[src/design/brmv_pkg.sv]
package brmv_pkg;

    localparam int DIV_W = 56;
    localparam int DSR_W = 17;
    localparam int ITER_W = 6;
    localparam int IDX_W = 17;
    localparam int MUL_W = 24;
    localparam int WORD_W = 80;

    localparam logic [10:0] GRID_MIN = 11'd16;
    localparam logic [10:0] GRID_MAX = 11'd1440;

    localparam logic [1:0] REG_GRID = 2'd0;
    localparam logic [1:0] REG_MIN_COUNT = 2'd1;
    localparam logic [1:0] REG_MAX_VAR = 2'd2;

    localparam logic [1:0] STAT_UPD = 2'd0;
    localparam logic [1:0] STAT_HIT = 2'd1;
    localparam logic [1:0] STAT_MISS = 2'd2;
    localparam logic [1:0] STAT_RANGE = 2'd3;

    typedef enum logic [4:0] {
        S_CLEAR,
        S_IDLE,
        S_STRIDE,
        S_AZB,
        S_ELB,
        S_IDX_MUL,
        S_IDX,
        S_READ,
        S_EVAL,
        S_SQ,
        S_PLO,
        S_PHI,
        S_PACC,
        S_VLO,
        S_VHI,
        S_T1A,
        S_T1B,
        S_T2,
        S_Q,
        S_WRITE
    } state_t;

    typedef struct packed {
        logic              start;
        logic [DIV_W-1:0]  dividend;
        logic [DSR_W-1:0]  divisor;
        logic [ITER_W-1:0] iters;
    } div_req_t;

    typedef struct packed {
        logic             done;
        logic [DIV_W-1:0] quot;
    } div_rsp_t;

endpackage

[src/design/brmv_div.sv]
module brmv_div (
    input  logic                clk,
    input  logic                rst_n,
    input  brmv_pkg::div_req_t  req,
    output brmv_pkg::div_rsp_t  rsp
);

    logic                          run_reg;
    logic                          done_reg;
    logic [brmv_pkg::ITER_W-1:0]   cnt_reg;
    logic [brmv_pkg::DSR_W-1:0]    rem_reg;
    logic [brmv_pkg::DSR_W-1:0]    dsr_reg;
    logic [brmv_pkg::DIV_W-1:0]    dvd_reg;
    logic [brmv_pkg::DIV_W-1:0]    quot_reg;

    logic [brmv_pkg::DSR_W:0]      trial;
    logic [brmv_pkg::DSR_W:0]      diff;
    logic                          ge;
    logic [brmv_pkg::DSR_W-1:0]    rem_next;

    // one quotient bit a cycle, dividend comes left aligned
    always_comb
    begin
        trial = {rem_reg, dvd_reg[brmv_pkg::DIV_W-1]};
        diff = trial - {1'b0, dsr_reg};
        ge = (trial >= {1'b0, dsr_reg});
        rem_next = ge ? diff[brmv_pkg::DSR_W-1:0] : trial[brmv_pkg::DSR_W-1:0];
    end

    always_ff @(posedge clk or negedge rst_n)
    begin
        if (!rst_n)
        begin
            run_reg <= 1'b0;
            done_reg <= 1'b0;
            cnt_reg <= '0;
        end
        else
        begin
            done_reg <= 1'b0;
            if (req.start)
            begin
                run_reg <= 1'b1;
                cnt_reg <= req.iters;
            end
            else if (run_reg)
            begin
                cnt_reg <= cnt_reg - 1'b1;
                if (cnt_reg == brmv_pkg::ITER_W'(1))
                begin
                    run_reg <= 1'b0;
                    done_reg <= 1'b1;
                end
            end
        end
    end

    always_ff @(posedge clk)
    begin
        if (req.start)
        begin
            rem_reg <= '0;
            dsr_reg <= req.divisor;
            dvd_reg <= req.dividend;
            quot_reg <= '0;
        end
        else if (run_reg)
        begin
            rem_reg <= rem_next;
            dvd_reg <= {dvd_reg[brmv_pkg::DIV_W-2:0], 1'b0};
            quot_reg <= {quot_reg[brmv_pkg::DIV_W-2:0], ge};
        end
    end

    assign rsp.done = done_reg;
    assign rsp.quot = quot_reg;

endmodule

[config.mk]
export PLATFORM = sky130hd
export DESIGN_NAME = brmv_div
export DESIGN_NICKNAME = d
export VERILOG_FILES = /design/src/design/brmv_pkg.sv /design/src/design/brmv_div.sv
export SDC_FILE = /design/constraint.sdc
export NUM_CORES = 1
export LEC_CHECK = 0
export BUFFER_PORTS_ARGS = -buffer_cell sky130_fd_sc_hd__buf_2
export CAP_MARGIN = 25
export CELL_PAD_IN_SITES_DETAIL_PLACEMENT = 1
export CELL_PAD_IN_SITES_GLOBAL_PLACEMENT = 1
export CORE_AREA = 2 2 125 127
export DETAILED_ROUTE_END_ITERATION = 10
export DIE_AREA = 0 0 127 129
export GPL_ROUTABILITY_DRIVEN = 0
export PLACE_DENSITY_LB_ADDON = 0.1
export SYNTH_ARGS = -nofsm -noshare
export SYNTH_HDL_FRONTEND = slang
export SYNTH_SLANG_ARGS = --single-unit
[constraint.sdc]
create_clock -name clk -period 5.24 [get_ports clk]
set_input_delay 1.048 -clock clk [delete_from_list [all_inputs] [get_ports clk]]
set_output_delay 1.048 -clock clk [all_outputs]
set_load 0.005 [all_outputs]
=== Word level (Yosys, flattened, before mapping) ===
Cells that the tools add are included.

* Register bits: 154
* Input bits: 82
* Output and inout port bits: 57
* Word-level logic and storage cells: 23

* Add/subtract/negate cells: 2
* Order comparisons: 1
* Eq/ne operators: 1
* Multiplexer cells: 11
* Reductions and logical operators: 1

{| class="wikitable"
|+ Operators with widths
! operator !! number
|-
| 56-bit 2-to-1 mux || 2
|-
| 18-bit by 17-bit >= comparator with 1-bit output || 1
|-
| 17-bit 2-to-1 mux || 1
|-
| 17-bit subtractor || 1
|-
| 6-bit 2-to-1 mux || 2
|-
| 6-bit by 1-bit == test with 1-bit output (second input constant) || 1
|-
| 1-bit 2-to-1 mux || 6
|-
| 6-bit by 1-bit subtractor with 6-bit output (second input constant) || 1
|-
| 2-bit nonzero test || 1
|}

=== Depth between registers and ports, before layout ===
* Word-level depth: 4
* Depth in mapped cells: 12

=== Worst setup path before layout ===
No wires, ideal clock.

* Path kind: input-to-reg
* Start point: input port req[79] (netlist bit)
* End point: register dvd_reg[0] (netlist bit), enable pin
* Setup time: 0.410 ns
* Data arrival time: 2.683 ns
* Data required time: 4.830 ns
* Path slack: 2.147 ns
* Stages: 4
* Cells stage by stage: clkbuf_1 nor2_1 clkbuf_1 inv_1

* Word-level cells in the longest chain between the ends: 1

{| class="wikitable"
|+ RTL lines
! what !! line !! RTL
|-
| start, declared || brmv_div.sv:4 || <nowiki>input brmv_pkg::div_req_t req,</nowiki>
|-
| 2-bit nonzero test (no line) || n/a ||
|-
| end signal, assigned || brmv_div.sv:64 || <nowiki>dvd_reg <= req.dividend;</nowiki>
|-
| end signal, assigned || brmv_div.sv:70 || <nowiki>dvd_reg <= {dvd_reg[brmv_pkg::DIV_W-2:0], 1'b0};</nowiki>
|-
| end, declared || brmv_div.sv:13 || <nowiki>logic [brmv_pkg::DIV_W-1:0] dvd_reg;</nowiki>
|}

Every way passes these cells.
A chain may end at the register's enable or synchronous reset.

=== Final worst setup path ===
* Start point: register dvd_reg[55] (netlist bit)
* End point: register rem_reg[0] (netlist bit)

* Word-level cells in the longest chain between the ends: 2

{| class="wikitable"
|+ RTL lines
! what !! line !! RTL
|-
| 17-bit subtractor or 18-bit by 17-bit >= comparator with 1-bit output (tied branches) || brmv_div.sv:25, brmv_div.sv:26 ||
|-
| 17-bit 2-to-1 mux (*) || brmv_div.sv:27 || <nowiki>rem_next = ge ? diff[brmv_pkg::DSR_W-1:0] : trial[brmv_pkg::DSR_W-1:0];</nowiki>
|-
| end signal, assigned || brmv_div.sv:69 || <nowiki>rem_reg <= rem_next;</nowiki>
|-
| end, declared || brmv_div.sv:11 || <nowiki>logic [brmv_pkg::DSR_W-1:0] rem_reg;</nowiki>
|}

Every way passes the cells marked *; elsewhere a longest branch is shown, timed or not.

==> flow_metrics.py <==
metrics = {
    "die": {
        "die_w_microns": 127,
        "initial_core_util": 0.4637,
        "dieArea_sq_um": 16380,
        "num_rows": 45,
        "die_h_microns": 129,
        "ios": 139,
        "core_area_sq_um": 14980,
    },
    "power": {
        "leakage_nw": 3.928,
        "ir_drop_mv": 0.2658,
        "p_sw_mw": 0.6894,
        "power.share.sequential": 0.474,
        "switching_share": 0.2349,
        "power.internal_mw": 2.245,
        "p_comb_frac": 0.096,
        "power.density_nw_per_um2": 350.0,
        "p_clk_frac": 0.429,
    },
    "layout": {
        "final_area_sq_um": 8383,
        "nFillCells": 1585,
        "drive_gt1_frac": 0.3375,
        "multi_input_area_sq_um": 2850,
        "area_delta_synth_final_pct": 20.72,
        "nets": 815,
        "regArea_sq_um": 3857,
    },
    "global_route": {
        "grt_pass1_wl_microns": 26310,
        "grt_antenna_before_repair": 4,
        "grtUsageTotal": 0.2040,
        "grt_overflow": 0,
        "grt_pass1_vias": 5279,
        "grt_max_degree": 103,
    },
    "setup_path": {
        "path_delay_family": "compound AO/OA/AOI/OAI gates",
        "cp-start-kind": "flip-flop",
        "path_class": "reg2reg",
        "cp_slowest_cell": "fa_1",
        "critPathBufInv": 2,
        "crit_fanout": 20,
        "crit_cells": 10,
        "cp_common_cell": "inv_1",
        "reg2reg_depth": 10,
        "arrival_ns": 3.31,
        "critPathRequiredTime_ns": 5.57,
        "critical-path-max-stage-delay_ns": 0.42,
        "crit_chain": "inv_1 -> ha_1 -> inv_1 -> fa_1 -> a21o_1 -> a311o_1 -> a31oi_4 -> a22o_4 -> mux2_2 -> a211oi_1",
        "end_kind": "flip-flop",
    },
    "cts": {
        "path_clk_slew_ns": 0.06,
        "cts_root_buffer": "clkbuf_16",
        "cts_made_buffers": 17,
        "clockBufferDepth": 2,
        "cts_setup_buffers": 0,
        "clk-insertion-delay-late_ns": 0.42,
        "h-tree-depth": 4,
        "clock-sinks": 154,
        "cts_tree": "yes",
        "cts-resized-gates": 0,
        "ctsHoldBuffers": 0,
    },
    "sta": {
        "drv_slew": 0,
        "finalCritPeriodShare": 0.5689,
        "finalSetupViolCount": 0,
        "fin_crit_ns": 2.981,
        "max_freq_mhz": 335.5,
        "rsz0062_at_grt": "no",
        "slew_headroom": 0.4813,
        "finClkSkew_ns": 0.007729,
        "hold_violations": 0,
        "setup_tns_ns": 0,
        "tightest_slew_ns": 0.7751,
    },
    "yosys": {
        "synth_edf_count": 73,
        "synthCells": 583,
        "ys_seq_area_frac": 0.5550,
        "async_flop_share": 0.05195,
        "ys_warn_count": 0,
        "avgSynthCellArea_sq_um": 11.91,
        "syn_nets": 685,
        "syn_area_sq_um": 6944,
        "synth-main-ff-cell": "edfxtp_1",
        "ys_seq_elements": 154,
        "ys_types": 58,
    },
    "place": {
        "place_area_sq_um": 7754,
        "place_hpwl_microns": 10910,
        "portBuffers": 138,
    },
    "job": {
        "cap_violations": 0,
    },
    "routing": {
        "drt_iter0_markers": 298,
        "dr.pass1.iters": 4,
        "avgRoutedWirePerCell_microns": 17.64,
        "viasPerCell": 5.301,
        "ant_nets": 0,
        "drc": 0,
        "wl_microns": 16140,
        "via_count": 4850,
    },
    "outcome": {
        "outcome": "finished clean",
    },
    "worst_hold_path": {
        "hold_path_class": "in2async",
    },
}
metal layers:
metal / up-vias / track usage / share of wire
met1: 2367 / 0.2303 / 0.41
met5: - / 0 / 0.00081
met3: 20 / 0.06403 / 0.053
li1: 2371 / - / -
met4: 2 / 0.07111 / 0.014
met2: 90 / 0.3662 / 0.52
power groups by stage:
stage	logic (mW)	clock network, mW	registers [mW]
after floorplan	0.209	0	1.40
after global placement	0.265	0	1.42
after detailed placement	0.279	0	1.42
after CTS	0.285	1.29	1.39
after global routing	0.317	1.34	1.40
final	0.283	1.26	1.39
final timing paths:
kind / slack [ns] / startpoint / endpoint
setup / recovery: 2.26 / dvd_reg[55] / rem_reg[0]
hold / removal: 0.47 / rst_n / cnt_reg[1]
setup reg to reg: 2.26 / dvd_reg[55] / rem_reg[0]
hold reg to reg: 0.50 / rem_reg[3] / rem_reg[4]
max in group asynchronous: 4.58 / rst_n / run_reg
min in group clk: 0.50 / rem_reg[3] / rem_reg[4]
cells in the final DEF, fill, tap and decap left out, types with 4 or more instances in the layout:
cell type and instances:
xor2_1 5, xnor2_1 11, o21ai_0 19, nand2_1 33, a32oi_1 4, a311oi_1 6, inv_1 21, nor2_1 74
dfxtp_1 73, clkbuf_16 17, a21oi_1 17, edfxtp_1 73, mux2_2 56, mux2i_1 59, dfrtp_1 7, nand2b_1 4
ha_1 19, nor3_1 7, nand3_1 10, buf_2 137
stage by stage:
step                      total power, mW  hold slack (ns)    util  setup WS (ns)  cells
after floorplan                     1.607           0.4526       -          2.147    583
after global placement              1.680           0.4729  0.5164          1.580    880
after detailed placement            1.697           0.4912  0.5177          1.761    881
after CTS                           2.965           0.4576  0.5577          2.212    913
after global routing                3.061           0.4600  0.5597          2.086    915
final                               2.934           0.4682  0.5597          2.259    915
cells by family after synthesis:
| group | count (synthesis) | share of synthesized area |
|---|---|---|
| AO/OA/AOI/OAI | 78 | 0.08270 |
| XOR/XNOR | 16 | 0.02018 |
| adder cells (fa/ha/maj) | 20 | 0.03712 |
| buffers and inverters | 53 | 0.03459 |
| flip-flops | 154 | 0.5550 |
| multiplexers | 115 | 0.1759 |
| AND/OR/NAND/NOR | 147 | 0.09459 |
cell type report:
cell class | count | area share
flip-flops and latches | 154 | 0.4601
multi-input cells | 376 | 0.3400
repair buffers | 142 | 0.09015
clock buffers | 18 | 0.05119
well taps | 188 | 0.02806
clock inverters | 14 | 0.02030
inverters | 22 | 0.009851
diodes | 1 | 0.0002985
cell usage after synthesis, types with 6 or more instances:
cell	n	area, sq um
nand3_1	10	50.05
nor3_1	7	35.03
dfrtp_1	8	200.2
a311oi_1	6	52.55
nor2_1	74	277.8
clkbuf_1	18	67.56
inv_1	22	82.58
xnor2_1	11	96.34
edfxtp_1	73	2192
mux2_2	56	630.6
o21ai_0	19	95.09
dfxtp_1	73	1461
buf_1	8	30.03
a21oi_1	17	85.08
nand2_1	33	123.9
mux2i_1	59	590.6
ha_1	19	237.7
worst reg2reg max path: stages (launching register included):
cell      delay [ns]
edfxtp_1        0.36
inv_1           0.07
ha_1            0.15
inv_1           0.05
fa_1            0.42
a21o_1          0.22
a311o_1         0.41
a31oi_4         0.32
a22o_4          0.32
mux2_2          0.37
a211oi_1        0.21
No activity file was read; power rests on OpenSTA's default activity.
